### src/hw/rtl/c08pg_pkg.sv
// ----------------------------------------------------------------------------
// c08pg_pkg
// Shared constants, the pair template table and the queue item type of the
// c08 cell pair generator.
// ----------------------------------------------------------------------------
`timescale 1ns / 1ps
`default_nettype none

package c08pg_pkg;

  localparam int unsigned COORD_W           = 8;
  localparam int unsigned IDX_W             = 24;
  localparam int unsigned CFG_DATA_W        = 9;
  localparam int unsigned CFG_IDX_W         = 2;
  localparam int unsigned NUM_TEMPLATES     = 14;
  localparam int unsigned NUM_CORNERS       = 8;
  localparam int unsigned TMPL_W            = $clog2(NUM_TEMPLATES);
  localparam int unsigned CORNER_W          = $clog2(NUM_CORNERS);
  localparam int unsigned MIN_CELLS         = 3;
  localparam int unsigned MAX_CELLS_DEFAULT = 256;
  localparam int unsigned FIFO_DEPTH        = 4;

  // Configuration register indexes.
  localparam logic [CFG_IDX_W-1:0] REG_CELLS_X = 2'd0;
  localparam logic [CFG_IDX_W-1:0] REG_CELLS_Y = 2'd1;
  localparam logic [CFG_IDX_W-1:0] REG_CELLS_Z = 2'd2;

  // Corner codes: bit 0 is +x, bit 1 is +y, bit 2 is +z.
  localparam logic [CORNER_W-1:0] PAIR_FIRST [NUM_TEMPLATES] = '{
    3'd0, 3'd0, 3'd1, 3'd0, 3'd0, 3'd3, 3'd0,
    3'd1, 3'd2, 3'd0, 3'd1, 3'd0, 3'd2, 3'd0
  };
  localparam logic [CORNER_W-1:0] PAIR_SECOND [NUM_TEMPLATES] = '{
    3'd7, 3'd6, 3'd6, 3'd1, 3'd3, 3'd4, 3'd4,
    3'd4, 3'd4, 3'd2, 3'd2, 3'd5, 3'd5, 3'd0
  };

  // One classified base cell as handed from the front end to the back end.
  typedef struct packed {
    logic                     bad;
    logic [NUM_TEMPLATES-1:0] emit_mask;
    logic [NUM_CORNERS-1:0]   halo;
    logic [IDX_W-1:0]         base_idx;
    logic [IDX_W-1:0]         step_y;
    logic [IDX_W-1:0]         step_z;
  } entry_t;

endpackage

`default_nettype wire

### src/hw/rtl/c08pg_front.sv
// ----------------------------------------------------------------------------
// c08pg_front
// Accepts base cells, checks range, classifies the eight block corners as
// halo or not, builds the emit mask and computes the base linear index.
// ----------------------------------------------------------------------------
`timescale 1ns / 1ps
`default_nettype none

module c08pg_front #(
  parameter int unsigned SZ_W = 9
) (
  input  wire logic                          clk,
  input  wire logic                          rst_n,
  input  wire logic                          acc,
  input  wire logic [c08pg_pkg::COORD_W-1:0] base_x,
  input  wire logic [c08pg_pkg::COORD_W-1:0] base_y,
  input  wire logic [c08pg_pkg::COORD_W-1:0] base_z,
  input  wire logic [SZ_W-1:0]               cells_x,
  input  wire logic [SZ_W-1:0]               cells_y,
  input  wire logic [SZ_W-1:0]               cells_z,
  output logic [1:0]                         inflight,
  output logic                               push,
  output c08pg_pkg::entry_t                  push_entry
);

  localparam int unsigned CMP_W = ((SZ_W > c08pg_pkg::COORD_W) ? SZ_W : c08pg_pkg::COORD_W) + 1;
  localparam int unsigned T1_W  = c08pg_pkg::COORD_W + SZ_W + 1;
  localparam int unsigned B_W   = T1_W + SZ_W;
  localparam int unsigned P_W   = 2 * SZ_W;

  // Stage 1: captured coordinates.
  logic                          v1_r;
  logic [c08pg_pkg::COORD_W-1:0] bx1_r, by1_r, bz1_r;

  // Stage 2: classification and partial index.
  logic                                v2_r;
  logic                                bad2_r;
  logic [c08pg_pkg::NUM_TEMPLATES-1:0] mask2_r;
  logic [c08pg_pkg::NUM_CORNERS-1:0]   halo2_r;
  logic [T1_W-1:0]                     t1_r;
  logic [P_W-1:0]                      plane_r;
  logic [c08pg_pkg::COORD_W-1:0]       bx2_r;

  logic [CMP_W-1:0] bx_e, by_e, bz_e, cx_e, cy_e, cz_e;
  logic             hx0, hx1, hy0, hy1, hz0, hz1;
  logic             bad_nxt;
  logic [c08pg_pkg::NUM_CORNERS-1:0]   halo_nxt;
  logic [c08pg_pkg::NUM_TEMPLATES-1:0] mask_nxt;
  logic [T1_W-1:0]  t1_nxt;
  logic [P_W-1:0]   plane_nxt;
  logic [B_W-1:0]   base_full;

  always_comb begin
    bx_e = CMP_W'(bx1_r);
    by_e = CMP_W'(by1_r);
    bz_e = CMP_W'(bz1_r);
    cx_e = CMP_W'(cells_x);
    cy_e = CMP_W'(cells_y);
    cz_e = CMP_W'(cells_z);
    bad_nxt = (bx_e > cx_e - CMP_W'(2)) || (by_e > cy_e - CMP_W'(2)) ||
              (bz_e > cz_e - CMP_W'(2));
    // Halo flags of the low and high coordinate on each axis.
    hx0 = (bx_e == '0) || (bx_e == cx_e - CMP_W'(1));
    hx1 = (bx_e + CMP_W'(1) == cx_e - CMP_W'(1));
    hy0 = (by_e == '0) || (by_e == cy_e - CMP_W'(1));
    hy1 = (by_e + CMP_W'(1) == cy_e - CMP_W'(1));
    hz0 = (bz_e == '0) || (bz_e == cz_e - CMP_W'(1));
    hz1 = (bz_e + CMP_W'(1) == cz_e - CMP_W'(1));
    for (int c = 0; c < c08pg_pkg::NUM_CORNERS; c++) begin
      halo_nxt[c] = (c[0] ? hx1 : hx0) | (c[1] ? hy1 : hy0) | (c[2] ? hz1 : hz0);
    end
    for (int t = 0; t < c08pg_pkg::NUM_TEMPLATES; t++) begin
      mask_nxt[t] = !(halo_nxt[c08pg_pkg::PAIR_FIRST[t]] &&
                      halo_nxt[c08pg_pkg::PAIR_SECOND[t]]);
    end
    t1_nxt    = T1_W'(bz1_r) * T1_W'(cells_y) + T1_W'(by1_r);
    plane_nxt = P_W'(cells_x) * P_W'(cells_y);
    base_full = B_W'(t1_r) * B_W'(cells_x) + B_W'(bx2_r);
  end

  always_ff @(posedge clk) begin
    if (!rst_n) begin
      v1_r <= 1'b0;
      v2_r <= 1'b0;
    end else begin
      v1_r <= acc;
      v2_r <= v1_r;
    end
  end

  always_ff @(posedge clk) begin
    if (acc) begin
      bx1_r <= base_x;
      by1_r <= base_y;
      bz1_r <= base_z;
    end
    if (v1_r) begin
      bad2_r  <= bad_nxt;
      mask2_r <= mask_nxt;
      halo2_r <= halo_nxt;
      t1_r    <= t1_nxt;
      plane_r <= plane_nxt;
      bx2_r   <= bx1_r;
    end
  end

  always_comb begin
    inflight             = {1'b0, v1_r} + {1'b0, v2_r};
    push                 = v2_r;
    push_entry.bad       = bad2_r;
    push_entry.emit_mask = mask2_r;
    push_entry.halo      = halo2_r;
    push_entry.base_idx  = c08pg_pkg::IDX_W'(base_full);
    push_entry.step_y    = c08pg_pkg::IDX_W'(cells_x);
    push_entry.step_z    = c08pg_pkg::IDX_W'(plane_r);
  end

endmodule

`default_nettype wire

### src/hw/rtl/c08pg_fifo.sv
// ----------------------------------------------------------------------------
// c08pg_fifo
// Short queue of classified base cells between the front and back ends.
// ----------------------------------------------------------------------------
`timescale 1ns / 1ps
`default_nettype none

module c08pg_fifo #(
  parameter int unsigned DEPTH = c08pg_pkg::FIFO_DEPTH
) (
  input  wire logic                     clk,
  input  wire logic                     rst_n,
  input  wire logic                     push,
  input  wire c08pg_pkg::entry_t        push_entry,
  input  wire logic                     pop,
  output logic                          head_valid,
  output c08pg_pkg::entry_t             head_entry,
  output logic [$clog2(DEPTH+1)-1:0]    count
);

  localparam int unsigned PTR_W = (DEPTH > 1) ? $clog2(DEPTH) : 1;
  localparam int unsigned CNT_W = $clog2(DEPTH+1);

  c08pg_pkg::entry_t mem [DEPTH];
  logic [PTR_W-1:0]  wr_ptr_r, rd_ptr_r, wr_ptr_nxt, rd_ptr_nxt;
  logic [CNT_W-1:0]  count_r, count_nxt;
  logic              do_pop;

  always_comb begin
    do_pop     = pop && (count_r != '0);
    wr_ptr_nxt = wr_ptr_r;
    rd_ptr_nxt = rd_ptr_r;
    count_nxt  = count_r;
    if (push) begin
      wr_ptr_nxt = (wr_ptr_r == PTR_W'(DEPTH - 1)) ? '0 : wr_ptr_r + PTR_W'(1);
    end
    if (do_pop) begin
      rd_ptr_nxt = (rd_ptr_r == PTR_W'(DEPTH - 1)) ? '0 : rd_ptr_r + PTR_W'(1);
    end
    if (push && !do_pop) begin
      count_nxt = count_r + CNT_W'(1);
    end else if (!push && do_pop) begin
      count_nxt = count_r - CNT_W'(1);
    end
  end

  always_ff @(posedge clk) begin
    if (!rst_n) begin
      wr_ptr_r <= '0;
      rd_ptr_r <= '0;
      count_r  <= '0;
    end else begin
      wr_ptr_r <= wr_ptr_nxt;
      rd_ptr_r <= rd_ptr_nxt;
      count_r  <= count_nxt;
    end
  end

  always_ff @(posedge clk) begin
    if (push) begin
      mem[wr_ptr_r] <= push_entry;
    end
  end

  assign head_valid = (count_r != '0);
  assign head_entry = mem[rd_ptr_r];
  assign count      = count_r;

endmodule

`default_nettype wire

### src/hw/rtl/c08pg_back.sv
// ----------------------------------------------------------------------------
// c08pg_back
// Walks the emit mask of one base cell, one template a cycle while the output
// is not stalled, and drives the result register.
// ----------------------------------------------------------------------------
`timescale 1ns / 1ps
`default_nettype none

module c08pg_back (
  input  wire logic                          clk,
  input  wire logic                          rst_n,
  input  wire logic                          head_valid,
  input  wire c08pg_pkg::entry_t             head_entry,
  output logic                               pop,
  output logic                               out_valid,
  input  wire logic                          out_stall,
  output logic [c08pg_pkg::IDX_W-1:0]        out_first_cell,
  output logic [c08pg_pkg::IDX_W-1:0]        out_second_cell,
  output logic                               out_single_cell,
  output logic                               out_last,
  output logic                               out_bad_base
);

  localparam int unsigned IW = c08pg_pkg::IDX_W;

  logic                                active_r, active_nxt;
  logic                                bad_r;
  logic [c08pg_pkg::NUM_TEMPLATES-1:0] mask_r, mask_nxt;
  logic [c08pg_pkg::NUM_CORNERS-1:0]   halo_r;
  logic [IW-1:0]                       base_r, sy_r, sz_r;

  logic                                out_valid_r, out_valid_nxt;
  logic [IW-1:0]                       first_r, second_r;
  logic                                single_r, last_r, badout_r;

  logic                                emit, finish, load;
  logic [c08pg_pkg::TMPL_W-1:0]        sel;
  logic [c08pg_pkg::CORNER_W-1:0]      ca, cb, cf, cs;
  logic [IW-1:0]                       idx_f, idx_s;
  logic                                single_nxt, last_nxt;

  function automatic logic [c08pg_pkg::IDX_W-1:0] corner_idx(
    input logic [c08pg_pkg::IDX_W-1:0]    b,
    input logic [c08pg_pkg::IDX_W-1:0]    sy,
    input logic [c08pg_pkg::IDX_W-1:0]    sz,
    input logic [c08pg_pkg::CORNER_W-1:0] c
  );
    logic [c08pg_pkg::IDX_W-1:0] r;
    r = b + c08pg_pkg::IDX_W'(c[0]) + (c[1] ? sy : '0) + (c[2] ? sz : '0);
    return r;
  endfunction

  always_comb begin
    sel = '0;
    for (int i = c08pg_pkg::NUM_TEMPLATES - 1; i >= 0; i--) begin
      if (mask_r[i]) begin
        sel = c08pg_pkg::TMPL_W'(i);
      end
    end
    ca    = c08pg_pkg::PAIR_FIRST[sel];
    cb    = c08pg_pkg::PAIR_SECOND[sel];
    // The non-halo corner goes first.
    cf    = halo_r[ca] ? cb : ca;
    cs    = halo_r[ca] ? ca : cb;
    idx_f = corner_idx(base_r, sy_r, sz_r, cf);
    idx_s = corner_idx(base_r, sy_r, sz_r, cs);
    single_nxt = (ca == cb);

    mask_nxt = mask_r;
    mask_nxt[sel] = 1'b0;

    emit   = active_r && (!out_valid_r || !out_stall);
    finish = emit && (bad_r || (mask_nxt == '0));
    last_nxt = bad_r || (mask_nxt == '0);
    load   = head_valid && (!active_r || finish);
    pop    = load;

    if (load) begin
      active_nxt = head_entry.bad || (head_entry.emit_mask != '0);
    end else if (finish) begin
      active_nxt = 1'b0;
    end else begin
      active_nxt = active_r;
    end

    if (emit) begin
      out_valid_nxt = 1'b1;
    end else if (out_stall) begin
      out_valid_nxt = out_valid_r;
    end else begin
      out_valid_nxt = 1'b0;
    end
  end

  always_ff @(posedge clk) begin
    if (!rst_n) begin
      active_r    <= 1'b0;
      out_valid_r <= 1'b0;
    end else begin
      active_r    <= active_nxt;
      out_valid_r <= out_valid_nxt;
    end
  end

  always_ff @(posedge clk) begin
    if (load) begin
      bad_r  <= head_entry.bad;
      mask_r <= head_entry.emit_mask;
      halo_r <= head_entry.halo;
      base_r <= head_entry.base_idx;
      sy_r   <= head_entry.step_y;
      sz_r   <= head_entry.step_z;
    end else if (emit) begin
      mask_r <= mask_nxt;
    end
    if (emit) begin
      first_r  <= bad_r ? '0 : idx_f;
      second_r <= bad_r ? '0 : idx_s;
      single_r <= !bad_r && single_nxt;
      last_r   <= last_nxt;
      badout_r <= bad_r;
    end
  end

  assign out_valid       = out_valid_r;
  assign out_first_cell  = first_r;
  assign out_second_cell = second_r;
  assign out_single_cell = single_r;
  assign out_last        = last_r;
  assign out_bad_base    = badout_r;

endmodule

`default_nettype wire

### src/hw/rtl/c08_cell_pair_generator.sv
// ----------------------------------------------------------------------------
// c08_cell_pair_generator
// Linked-cell c08 pair generator: one base cell in, its cell pairs out.
// ----------------------------------------------------------------------------
// Each accepted base cell yields between one and fourteen result items (one
// for an out-of-range base), one per clock on the output channel while it is
// not stalled. The back end walks the template mask one entry per cycle, again
// unless the output stalls, into a single result register. A base cell passes
// the stage-1 coordinate register, the stage-2 register (range check, halo
// classification and two of the three index multiplies) and the queue before
// it reaches the back end, and a four-entry queue lets new base cells be
// taken while earlier ones are still being expanded. Grid sizes written
// through the configuration port are clamped to [3, MAX_CELLS_PER_DIM] and may
// only be changed while the block is idle.
`timescale 1ns / 1ps
`default_nettype none

module c08_cell_pair_generator #(
  parameter int unsigned MAX_CELLS_PER_DIM = c08pg_pkg::MAX_CELLS_DEFAULT
) (
  input  wire logic                             clk,
  input  wire logic                             rst_n,
  input  wire logic                             in_valid,
  output logic                                  in_stall,
  input  wire logic [c08pg_pkg::COORD_W-1:0]    in_base_x,
  input  wire logic [c08pg_pkg::COORD_W-1:0]    in_base_y,
  input  wire logic [c08pg_pkg::COORD_W-1:0]    in_base_z,
  output logic                                  out_valid,
  input  wire logic                             out_stall,
  output logic [c08pg_pkg::IDX_W-1:0]           out_first_cell,
  output logic [c08pg_pkg::IDX_W-1:0]           out_second_cell,
  output logic                                  out_single_cell,
  output logic                                  out_last,
  output logic                                  out_bad_base,
  input  wire logic                             cfg_valid,
  output logic                                  cfg_ready,
  input  wire logic [c08pg_pkg::CFG_IDX_W-1:0]  cfg_index,
  input  wire logic [c08pg_pkg::CFG_DATA_W-1:0] cfg_data
);

  localparam int unsigned SZ_W  = $clog2(MAX_CELLS_PER_DIM + 1);
  localparam int unsigned CMP_W = ((SZ_W > c08pg_pkg::CFG_DATA_W) ? SZ_W
                                   : c08pg_pkg::CFG_DATA_W) + 1;
  localparam int unsigned CNT_W = $clog2(c08pg_pkg::FIFO_DEPTH + 1);

  logic [SZ_W-1:0]   cells_x_r, cells_y_r, cells_z_r;
  logic [SZ_W-1:0]   clamped;
  logic [CMP_W-1:0]  data_e;
  logic              cfg_wr, acc;

  logic [1:0]        inflight;
  logic              push, pop, head_valid;
  c08pg_pkg::entry_t push_entry, head_entry;
  logic [CNT_W-1:0]  q_count;

  always_comb begin
    data_e = CMP_W'(cfg_data);
    if (data_e < CMP_W'(c08pg_pkg::MIN_CELLS)) begin
      clamped = SZ_W'(c08pg_pkg::MIN_CELLS);
    end else if (data_e > CMP_W'(MAX_CELLS_PER_DIM)) begin
      clamped = SZ_W'(MAX_CELLS_PER_DIM);
    end else begin
      clamped = SZ_W'(cfg_data);
    end
  end

  assign cfg_ready = 1'b1;
  assign cfg_wr    = cfg_valid && cfg_ready;

  always_ff @(posedge clk) begin
    if (!rst_n) begin
      cells_x_r <= SZ_W'(c08pg_pkg::MIN_CELLS);
      cells_y_r <= SZ_W'(c08pg_pkg::MIN_CELLS);
      cells_z_r <= SZ_W'(c08pg_pkg::MIN_CELLS);
    end else if (cfg_wr) begin
      case (cfg_index)
        c08pg_pkg::REG_CELLS_X: cells_x_r <= clamped;
        c08pg_pkg::REG_CELLS_Y: cells_y_r <= clamped;
        c08pg_pkg::REG_CELLS_Z: cells_z_r <= clamped;
        default: ;
      endcase
    end
  end

  // Items still in the front pipeline are counted against queue space.
  assign in_stall = (CNT_W'(q_count) + CNT_W'(inflight)) >= CNT_W'(c08pg_pkg::FIFO_DEPTH);
  assign acc      = in_valid && !in_stall;

  c08pg_front #(
    .SZ_W (SZ_W)
  ) u_front (
    .clk        (clk),
    .rst_n      (rst_n),
    .acc        (acc),
    .base_x     (in_base_x),
    .base_y     (in_base_y),
    .base_z     (in_base_z),
    .cells_x    (cells_x_r),
    .cells_y    (cells_y_r),
    .cells_z    (cells_z_r),
    .inflight   (inflight),
    .push       (push),
    .push_entry (push_entry)
  );

  c08pg_fifo #(
    .DEPTH (c08pg_pkg::FIFO_DEPTH)
  ) u_fifo (
    .clk        (clk),
    .rst_n      (rst_n),
    .push       (push),
    .push_entry (push_entry),
    .pop        (pop),
    .head_valid (head_valid),
    .head_entry (head_entry),
    .count      (q_count)
  );

  c08pg_back u_back (
    .clk             (clk),
    .rst_n           (rst_n),
    .head_valid      (head_valid),
    .head_entry      (head_entry),
    .pop             (pop),
    .out_valid       (out_valid),
    .out_stall       (out_stall),
    .out_first_cell  (out_first_cell),
    .out_second_cell (out_second_cell),
    .out_single_cell (out_single_cell),
    .out_last        (out_last),
    .out_bad_base    (out_bad_base)
  );

endmodule

`default_nettype wire

### config.mk
export PLATFORM = sky130hd
export DESIGN_NAME = c08_cell_pair_generator
export DESIGN_NICKNAME = d
export VERILOG_FILES = /design/src/hw/rtl/c08pg_pkg.sv /design/src/hw/rtl/c08pg_front.sv /design/src/hw/rtl/c08pg_fifo.sv /design/src/hw/rtl/c08pg_back.sv /design/src/hw/rtl/c08_cell_pair_generator.sv
export SDC_FILE = /design/constraint.sdc
export NUM_CORES = 1
export LEC_CHECK = 0
export BUFFER_PORTS_ARGS = -buffer_cell sky130_fd_sc_hd__buf_4
export CAP_MARGIN = 20
export CORE_UTILIZATION = 50
export CTS_CLUSTER_DIAMETER = 40
export CTS_CLUSTER_SIZE = 16
export DETAILED_ROUTE_END_ITERATION = 8
export HOLD_SLACK_MARGIN = 0.08
export PLACE_DENSITY = 0.66
export SLEW_MARGIN = 20
export SYNTH_ARGS = -nofsm -noshare
export SYNTH_HDL_FRONTEND = slang
export SYNTH_SLANG_ARGS = --single-unit
### constraint.sdc
create_clock -name clk -period 10.7 [get_ports clk]
set_input_delay 1.07 -clock clk [delete_from_list [all_inputs] [get_ports clk]]
set_output_delay 1.07 -clock clk [all_outputs]
set_load 0.03 [all_outputs]
==> key figures, run 1 <==
GRT
  – Global-route wire length before repair: 121200 um
  – Vias in the first global route: 22850
  – M1 GR Usage: 28.69%
  – Largest net degree at the start of global routing: 77
  – GR Layer Usage met2: 36.47%
  – GRT Residual Overflow: 0
  – Gr usage total: 21.84%
  – Most Crowded Layer GR: met2
  – Grt met3 use: 2.962%
  – Initial antenna violation count: 1

Setup path
  – CP arrival: 7670 ps
  – Setup crit end kind: register
  – Setup CP Type: register to register
  – Worst EP required: 11060 ps
  – CP top delay family: compound AO/OA/AOI/OAI gates
  – Critical Path Start Type: register
  – Max incr delay on CP: 640 ps
  – CP Max Fanout: 9
  – WP buf/inv: 2
  – Slowest CP cell: a32oi_1
  – Crit path top cell by count: a21oi_1

Timing
  – Setup Viol. Count Final: 0
  – Fmax: 136.8 MHz
  – RSZ-0062 raised after global routing: false
  – Worst Skew: 50.54 ps
  – Final Slew Violations: 0
  – Worst Tran Pin Value: 1105 ps
  – Total Neg Setup Slack: 0 ps
  – Final hold vios: 0
  – Post-layout min period: 7313 ps
  – Crit share post-route: 68.34%
  – Max-slew headroom: 26.33%
  – Fin Hold WS: 469.4 ps

Logic synthesis
  – Yosys Warn Count: 0
  – Adder-Cell Fraction of Synth Area: 22.45%
  – Most frequent cell after synthesis: edfxtp_1
  – Primary FF master, synth: edfxtp_1
  – Post-synth top area share: 42.16%
  – Post-Syn Area per Cell: 11.95 um2
  – Most frequent cells after synthesis: edfxtp_1, nand2_1, inv_1
  – Register area share after synthesis: 44.46%
  – Synth async-reset ratio: 0%
  – Synth Area in Simple Gates: 12.55%
  – Synth Area in Compound Gates: 6.180%
  – Yosys top cell by area: edfxtp_1
  – Xor/xnor cell area share of the yosys netlist: 3.909%
  – Number of flops mapped to enable cells by yosys: 488
  – Main combinational cell family by area after synthesis: adder cells
  – Synth top area cells: edfxtp_1, fa_1, ha_1
  – Synthesized area: 34760 um2
  – Mux share of post-synthesis cell area: 5.572%
  – Count of state elements after synthesis: 528
  – Mapped Cells: 2910
  – Syn_nets: 3432
  – Post-synth cell types: 84

Routing
  – Post-route ant nets: 0
  – Pre-Repair DR Iteration Count: 5
  – Initial DRC Count: 1339
  – DRC: 0
  – DR WL/cell: 18.86 um
  – Vias: 21920
  – Via density: 5.500
  – DRT Wirelength: 75180 um

CTS
  – Worst-Skew Late Latency: 630 ps
  – CTS Hold Bufs: 0
  – Worst-path clk slew: 60 ps
  – CTS tree: done
  – Max clock buf depth: 3
  – Clock Tree Root: clkbuf_16
  – Number of gates resized after CTS: 0
  – Post-CTS Setup Inserts: 0
  – Num Clock Sinks: 528
  – Num CTS Buffers: 81
  – CTS H-tree depth: 3

Min path
  – Worst hold path class: register to register

Die
  – Core area: 68710 um2
  – Chip width: 265.7 um
  – Die height: 265.7 um
  – Starting Density: 50.59%
  – Die Footprint: 70580 um2
  – I/O pins: 94
  – Row count: 96

Pwr
  – Gate power share: 49.7%
  – VDD IR-drop max: 0.2202 mV
  – Power per cell area: 311.7 nW/um2
  – Pleak: 15.75 nW
  – Register share of total power: 28.9%
  – Psw: 4.987 mW
  – Sw frac: 40.90%
  – Total power: 12.19 mW
  – Clock share of power: 21.4%
  – Internal: 7.206 mW

Cells and area
  – Final net count: 3509
  – Design Area, Final: 39120 um2
  – Area grow syn2layout: 12.53%
  – Layout cells sized above 1: 12.18%
  – Fin util: 56.93%

Placement
  – Dpl hpwl: 53710 um
  – IO buf count: 92
  – DP Area: 36320 um2
  – RePlAce Congestion: 0.9230

Run
  – Reported max-cap violation count: 0

Outcome
  – Outcome: finished, final reports clean
## path summary, 6_finish.rpt
check / cells past startpoint / start / endpoint / slack, ps
setup / recovery: 26 / u_back.mask_r[13] / u_back.out_second_cell[18] / 3390
hold / removal: 0 / u_front.plane_r[0] / u_fifo.mem[0][0] / 470
setup reg to reg: 26 / u_back.mask_r[13] / u_back.out_second_cell[18] / 3390
hold reg to reg: 0 / u_front.plane_r[0] / u_fifo.mem[0][0] / 470
## kinds of logic (layout without fill, tap and decap cells)
| kind of cell | after synthesis | in the layout |
|---|---|---|
| AOI/OAI and AO/OA | 319 | 319 |
| xor gates and xnor gates | 147 | 147 |
| adders and majority gates | 482 | 482 |
| buffers and inverters | 441 | 585 |
| DFF | 528 | 528 |
| muxes | 99 | 99 |
| other | 1 | 2 |
| and+or+nand+nor | 893 | 893 |
## metrics by stage
stage | cells | worst slack, ps
global route | 3985 | 2801
CTS | 3985 | 3489
global placement | 3835 | 3802
detailed placement | 3835 | 3521
floorplan | 2910 | 4729
finish | 3986 | 3387
## state kept, by name, indices dropped and copies added (netlist names), 14 cells and up, named ones only
signal                  count
u_front.plane_r            18
u_back.mask_r              14
u_fifo.mem                280
u_back.out_first_cell      24
u_front.mask2_r            14
u_back.base_r              24
u_front.t1_r               18
u_back.out_second_cell     24
u_back.sz_r                18
## layer usage
layer	part of all wire, %	wire length, um
met5	0	0
met1	44	32820
met2	48	36370
met3	4.2	3151
met4	3.8	2840
## cell type report
class | instances | area [um2]
fillers | 5639 | 29590
multi-input cells | 1941 | 17630
flip-flops and latches | 528 | 15460
clock buffers | 92 | 2111
inverters | 318 | 1194
well taps | 931 | 1165
repair buffers | 117 | 878.3
clock inverters | 58 | 676.9
diodes | 1 | 2.502
## layout by cell type, fill, tap and decap left out, drive strengths merged, types with 46 or more instances in the layout
master    n
edfxtp  488
nand2   362
inv     344
ha      246
fa      236
and2    154
nor2    123
buf     117
xnor2    96
clkbuf   92
mux4     72
a21oi    71
o21ai    62
xor2     46
## power groups by stage
stage	Clock [mW]	Combinational (mW)	Sequential (mW)
4_1_cts	2.66	6.08	3.53
5_1_grt	2.74	6.84	3.57
3_3_place_gp	0	5.87	3.56
2_1_floorplan	0	4.49	3.55
6_report	2.61	6.06	3.52
3_5_place_dp	0	6.03	3.57
## worst reg2reg max path: stages (launching register included)
cell      delay, ps
edfxtp_1        390
nor2b_1         150
o21bai_1        110
a21oi_1         100
o41ai_1         510
a21oi_1         260
inv_1           190
ha_1            270
nand3_1         100
o31a_1          170
o21ai_2         290
mux2i_1         440
nand2b_1        100
a32oi_1         640
nand2_1         180
fa_1            540
inv_1            50
ha_1            210
fa_1            470
a21oi_1         170
o21bai_1        130
a21oi_1         270
o31ai_1         120
o211ai_1        180
o21ai_0         330
a41oi_1         320
mux2_2          360
No activity file was read; power rests on OpenSTA's default activity.
==> run 2: changes to the inputs <==
==> constraint.sdc (replaced) <==
create_clock -name clk -period 7.2 [get_ports clk]
set_input_delay 0.72 -clock clk [delete_from_list [all_inputs] [get_ports clk]]
set_output_delay 0.72 -clock clk [all_outputs]
set_load 0.03 [all_outputs]
==> run 2 against run 1 <==
- wire length is 0.22% lower
- count of clock-buffer cells in the layout is 16 lower
- combinational power is 49% higher
- largest power group unchanged
- highest routed layer unchanged
==> key figures, run 2 (synthesis gave the netlist of run 1 again) <==
Outcome
  – Outcome: finished, final reports clean

Cells and area
  – Commonest non-fill, non-tap cell in the layout: edfxtp_1
  – Area grow syn2layout: 12.44% (about the same)
  – # diodes: 0 (-1)
  – Layout filler cell count: 5627 (-0.21%)
  – Final net count: 3509 (unchanged)
  – Biggest register: u_fifo.mem
  – Design Area, Final: 39090 um2 (about the same)
  – Max reg flops: 280 (unchanged)
  – Commonest cells after routing, fill and taps aside: edfxtp_1, nand2_1, inv_1
  – Layout cells sized above 1: 12.21% (+0.028 points)

Setup path
  – Setup crit end kind: register
  – Setup CP Type: register to register
  – R2r startpoint: u_back.mask_r[13]
  – Critical Path Start Type: register
  – CP arrival: 6940 ps (-730 ps)
  – CP Max Fanout: 9 (unchanged)
  – Worst EP required: 7580 ps (-3480 ps)
  – Setup crit start: u_back.mask_r[13]

Timing
  – Crit share post-route: 91.16% (+23 points)
  – Worst Tran Pin Value: 1065 ps (-39.64 ps)
  – Final hold vios: 0 (unchanged)
  – Setup Viol. Count Final: 0 (unchanged)
  – Fmax: 152.4 MHz (+11%)
  – Total Neg Setup Slack: 0 ps (unchanged)
  – RSZ-0062 raised after global routing: false
  – Max-slew headroom: 28.97% (+2.6 points)
  – Final Slew Violations: 0 (unchanged)
  – Post-route setup slack: 636.3 ps (-2751 ps)
  – Fin Hold WS: 272.8 ps (-196.5 ps)
  – Worst Skew: 35.07 ps (-15.47 ps)
  – Post-layout min period: 6564 ps (-748.8 ps)

Routing
  – Pre-Repair DR Iteration Count: 5 (unchanged)
  – Initial DRC Count: 1428 (+6.6%)
  – Vias: 21970 (+0.22%)
  – DRT Wirelength: 75010 um (-0.22%)
  – Via density: 5.524 (+0.43%)
  – DR WL/cell: 18.86 um (about the same)
  – DRC: 0 (unchanged)
  – Post-route ant nets: 0 (unchanged)

CTS
  – Worst-path clk slew: 60 ps (about the same)
  – CTS H-tree depth: 3 (unchanged)
  – Max clock buf depth: 3 (unchanged)
  – Num Clock Sinks: 528 (unchanged)
  – Worst-Skew Late Latency: 630 ps (about the same)
  – Num CTS Buffers: 74 (-8.6%)
  – Clock Tree Root: clkbuf_16
  – CTS tree: done
  – CTS Hold Bufs: 0 (unchanged)

Pwr
  – Sw frac: 40.49% (-0.41 points)
  – VDD IR-drop max: 0.3467 mV (+57%)
  – Internal: 10.77 mW (+50%)
  – Total power: 18.10 mW (+48%)
  – Power per cell area: 463.2 nW/um2 (+49%)
  – Gate power share: 50.0% (+0.3 points)
  – Clock share of power: 21.2% (-0.2 points)
  – Register share of total power: 28.8% (about the same)
  – Psw: 7.330 mW (+47%)
  – Pleak: 15.75 nW (about the same)

Die
  – Die Footprint: 70580 um2 (unchanged)
  – Chip width: 265.7 um (unchanged)
  – Starting Density: 50.59% (unchanged)
  – Core area: 68710 um2 (unchanged)
  – Row count: 96 (unchanged)
  – Die height: 265.7 um (unchanged)
  – I/O pins: 94 (unchanged)

GRT
  – GR Layer Usage met2: 36.71% (+0.24 points)
  – M1 GR Usage: 28.21% (-0.48 points)
  – Largest net degree at the start of global routing: 77 (unchanged)
  – Gr usage total: 21.62% (-0.23 points)
  – Grt met3 use: 2.722% (-0.24 points)
  – Vias in the first global route: 22610 (-1.1%)
  – Most Crowded Layer GR: met2
  – GRT Residual Overflow: 0 (unchanged)
  – Global-route wire length before repair: 119600 um (-1.3%)
  – Initial antenna violation count: 0 (-1)

Min path
  – Worst hold start: in_base_x[6]
  – Worst hold path class: primary input to register

Placement
  – RePlAce Congestion: 0.9177 (-0.57%)
  – DP Area: 36380 um2 (+0.14%)
  – Pre-CTS WS: 478.5 ps (-3042 ps)
  – Dpl hpwl: 54650 um (+1.8%)
  – IO buf count: 92 (unchanged)

Run
  – Reported max-cap violation count: 0 (unchanged)
run 2: cell types whose count changed in the layout (fill, tap and decap cells not counted), moves of 2 or more:
| cell | before | now |
|---|---|---|
| clkbuf_16 | 83 | 74 |
| buf_4 | 117 | 124 |
| bufinv_16 | 3 | 10 |
| clkbuf_1 | 9 | 2 |
| inv_6 | 17 | 11 |
| clkinv_2 | 5 | 10 |
| clkinvlp_4 | 6 | 3 |
| clkinv_4 | 8 | 6 |
run 2: final timing paths:
kind | cells past startpoint | slack, ps | end
worst max register to register | 27 | 640 | u_back.out_second_cell[18]
worst max-delay path | 27 | 640 | u_back.out_second_cell[18]
worst min-delay path | 1 | 270 | u_front.bx1_r[6]
worst min register to register | 0 | 480 | u_fifo.mem[3][71]
run 2: cell type report:
type / count / area (um2) / area share [%]
Clock buffer: 76 / 1859 / 4.757
Clock inverter: 60 / 837.1 / 2.142
Multi-Input combinational cell: 1941 / 17640 / 45.13
Timing Repair Buffer: 124 / 930.9 / 2.382
Inverter: 318 / 1194 / 3.054
Tap cell: 931 / 1165 / 2.980
Sequential cell: 528 / 15460 / 39.56
run 2: metrics by stage:
stage / std cells / utilization, %
global route: 3978 / 56.89
finish: 3978 / 56.89
global placement: 3842 / 52.94
detailed placement: 3842 / 52.94
CTS: 3978 / 56.87
floorplan: 2910 / -
run 2: worst max-delay path, stage by stage, from the launching register on:
cell	delay (ps)
edfxtp_1	390
nor2b_1	150
o21bai_1	130
a21oi_1	100
o41ai_2	350
a21oi_1	210
inv_1	180
ha_1	250
nand3_1	90
o31a_1	160
o21ai_2	270
mux2i_1	410
nand2b_1	90
a32oi_1	160
buf_4	190
nand2_1	80
fa_1	500
inv_1	40
ha_1	200
fa_1	460
a21oi_1	170
o21bai_1	130
a21oi_1	300
o31ai_1	130
o211ai_1	190
o21ai_0	320
a41oi_1	320
mux2_2	350
run 2: power by group through the flow:
stage / Clock (mW) / Combinational (mW) / Sequential (mW)
detailed placement: 0 / 9.01 / 5.28
global placement: 0 / 8.82 / 5.27
CTS: 3.91 / 9.10 / 5.22
finish: 3.84 / 9.05 / 5.22
floorplan: 0 / 6.67 / 5.28
global route: 4.02 / 10.2 / 5.29
run 2: routing by layer:
metal	share of wire (%)	routed length (um)
met1	43	32030
met2	49	37000
met3	4.4	3272
met4	3.6	2720
met5	0	0
run 2: what timing repair did:
item | CTS | global route
buffers inserted | 0 | 0
gates resized for setup | 0 | 2
endpoints found under the hold margin | 0 | 0
setup endpoints to repair | 0 | 6
==> run 3: changes to the inputs <==
--- a/config.mk
+++ b/config.mk
@@ -7,12 +7,11 @@
 export LEC_CHECK = 0
 export BUFFER_PORTS_ARGS = -buffer_cell sky130_fd_sc_hd__buf_4
 export CAP_MARGIN = 20
-export CORE_UTILIZATION = 50
+export CORE_UTILIZATION = 46
 export CTS_CLUSTER_DIAMETER = 40
 export CTS_CLUSTER_SIZE = 16
 export DETAILED_ROUTE_END_ITERATION = 8
 export HOLD_SLACK_MARGIN = 0.08
-export PLACE_DENSITY = 0.66
 export SLEW_MARGIN = 20
 export SYNTH_ARGS = -nofsm -noshare
 export SYNTH_HDL_FRONTEND = slang
==> run 3 against run 2 <==
- design area is essentially flat
- combinational power grew 0.4%
- sequential power is essentially flat
- via count shrank 1.1%
- sequential share of layout area is essentially flat
- utilization shrank 4.5 points
- die area grew 8.6%
- non-clock buffer count grew 6
- hold slack gained 13 ps
- setup slack lost 250 ps
- critical endpoint is now u_back.out_second_cell[16]
- largest cell class unchanged
- highest routed layer unchanged
==> key figures, run 3 (synthesis gave the netlist of run 1 again) <==
Run
  – Reported max-cap violation count: 0 (unchanged)

Cells and area
  – Layout cells sized above 1: 12.17% (-0.040 points)
  – Biggest register: u_fifo.mem
  – # diodes: 0 (unchanged)
  – Layout filler cell count: 6391 (+14%)
  – Design Area, Final: 39080 um2 (about the same)
  – Register area: 15460 um2 (about the same)
  – Commonest cells after routing, fill and taps aside: edfxtp_1, nand2_1, inv_1
  – Area occupied by multi-input gates: 17630 um2 (about the same)
  – Final net count: 3516 (+0.20%)
  – Commonest non-fill, non-tap cell in the layout: edfxtp_1
  – Max reg flops: 280 (unchanged)
  – Area grow syn2layout: 12.42% (about the same)

Pwr
  – Clock share of power: 20.6% (-0.6 points)
  – Register share of total power: 29.0% (+0.2 points)
  – Pleak: 15.75 nW (about the same)
  – Internal: 10.69 mW (-0.79%)
  – Gate power share: 50.5% (+0.5 points)
  – Power per cell area: 460.9 nW/um2 (-0.49%)
  – VDD IR-drop max: 0.2305 mV (-34%)
  – Sw frac: 40.66% (+0.17 points)
  – Psw: 7.322 mW (about the same)

Die
  – Starting Density: 46.61% (-4.0 points)
  – Die height: 276.9 um (+4.2%)
  – I/O pins: 94 (unchanged)
  – Core area: 74570 um2 (+8.5%)
  – Row count: 100 (+4.2%)
  – Chip width: 276.9 um (+4.2%)
  – Die Footprint: 76670 um2 (+8.6%)

Min path
  – Hold depth: 1 (unchanged)
  – Worst hold path class: primary input to register

Placement
  – RePlAce Congestion: 0.8560 (-6.7%)
  – IO buf count: 92 (unchanged)
  – Dpl hpwl: 54760 um (+0.21%)
  – DP Area: 36460 um2 (+0.24%)

Setup path
  – Setup CP Type: register to register
  – Worst EP required: 7590 ps (about the same)
  – Slowest CP cell: o21ai_0
  – Crit path top cell by count: a21oi_1
  – Max incr delay on CP: 620 ps (+120 ps)
  – CP Max Fanout: 8 (-1)
  – Critical Path Start Type: register
  – R2R cell count: 26 (-3.7%)
  – CP arrival: 7200 ps (+260 ps)
  – Setup crit end kind: register

Routing
  – DRT Wirelength: 75630 um (+0.82%)
  – Via density: 5.400 (-2.2%)
  – Initial DRC Count: 1226 (-14%)
  – DRC: 0 (unchanged)
  – Vias: 21740 (-1.1%)
  – DR WL/cell: 18.79 um (-0.38%)
  – Pre-Repair DR Iteration Count: 6 (+1)
  – Post-route ant nets: 0 (unchanged)

GRT
  – Largest net degree at the start of global routing: 79 (+2.6%)
  – Gr usage total: 19.87% (-1.7 points)
  – M1 GR Usage: 25.79% (-2.4 points)
  – Most Crowded Layer GR: met2
  – Vias in the first global route: 22760 (+0.64%)
  – GRT Residual Overflow: 0 (unchanged)
  – Grt met3 use: 2.793% (+0.071 points)
  – Global-route wire length before repair: 120800 um (+1.0%)
  – Initial antenna violation count: 0 (unchanged)
  – GR Layer Usage met2: 34.20% (-2.5 points)

Timing
  – Final Slew Violations: 0 (unchanged)
  – Setup Viol. Count Final: 0 (unchanged)
  – Fin Hold WS: 286.3 ps (+13.45 ps)
  – Fmax: 146.9 MHz (-3.6%)
  – Final hold vios: 0 (unchanged)
  – Crit share post-route: 94.58% (+3.4 points)
  – Post-layout min period: 6810 ps (+246.0 ps)
  – Max-slew headroom: 28.26% (-0.71 points)
  – Worst Tran Pin Value: 1075 ps (+9.237 ps)
  – Worst Skew: 57.23 ps (+22.16 ps)
  – RSZ-0062 raised after global routing: false
  – Total Neg Setup Slack: 0 ps (unchanged)

CTS
  – CTS tree: done
  – Worst-path clk slew: 60 ps (about the same)
  – Worst-Skew Late Latency: 640 ps (about the same)
  – Number of gates resized after CTS: 0 (unchanged)
  – CTS Hold Bufs: 0 (unchanged)
  – Num CTS Buffers: 75 (+1.4%)
  – CTS H-tree depth: 3 (unchanged)
  – Num Clock Sinks: 528 (unchanged)
  – Max clock buf depth: 3 (unchanged)
  – Post-CTS Setup Inserts: 0 (unchanged)
  – Clock Tree Root: clkbuf_16

Outcome
  – Outcome: finished, final reports clean
## run 3: changes by cell type in the layout (fill, tap and decap cells not counted), moves of 2 or more
cell       change
clkbuf_1       +8
buf_4          +6
inv_6          -5
bufinv_16      -4
clkinv_8       -4
clkbuf_16      +2
clkinv_4       +2
inv_4          +2
## run 3: cell type report
class / instances / area share [%]
Clock buffer: 87 / 4.998
Clock inverter: 53 / 1.675
Inverter: 318 / 3.055
Multi-Input combinational cell: 1941 / 45.10
Sequential cell: 528 / 39.57
Tap cell: 969 / 3.103
Timing Repair Buffer: 130 / 2.497
## run 3: layer usage
| layer | up-vias | part of all wire, % |
|---|---|---|
| met3 | 149 | 3.8 |
| met1 | 10850 | 44 |
| li1 | 10260 | - |
| met2 | 488 | 49 |
| met5 | - | 0 |
| met4 | 0 | 3.0 |
## run 3: power groups by stage
stage,Sequential (mW),Combinational [mW],Clock [mW]
2_1_floorplan,5.28,6.67,0
3_3_place_gp,5.28,8.86,0
3_5_place_dp,5.29,9.08,0
4_1_cts,5.23,9.14,3.79
5_1_grt,5.29,10.2,3.92
6_report,5.22,9.09,3.70
## run 3: worst max-delay path, delay by kind of cell, from the launching register on
kind	cells	cell delay, ps
buffers and inverters	3	460
AO/OA/AOI/OAI	14	3470
multiplexers	2	720
flip-flops	1	380
AND/OR/NAND/NOR	4	440
adder cells (fa/ha/maj)	3	1110
## run 3: worst paths after layout
kind,start,end,slack (ps)
hold reg to reg,u_front.plane_r[17],u_fifo.mem[1][17],470
setup reg to reg,u_back.mask_r[13],u_back.out_second_cell[16],390
hold / removal,in_base_z[7],u_front.bz1_r[7],290
setup / recovery,u_back.mask_r[13],u_back.out_second_cell[16],390
## run 3: per-stage QoR
stage          utilization [%]  setup slack, ps  instances  power, mW
6_report                 52.40            390.3       4026      18.01
5_1_grt                  52.40            15.69       4026      19.39
4_1_cts                  52.39            528.2       4025      18.15
3_5_place_dp             48.90            516.2       3885      14.36
3_3_place_gp             48.90            614.2       3885      14.14
2_1_floorplan                -             1229       2910      11.95
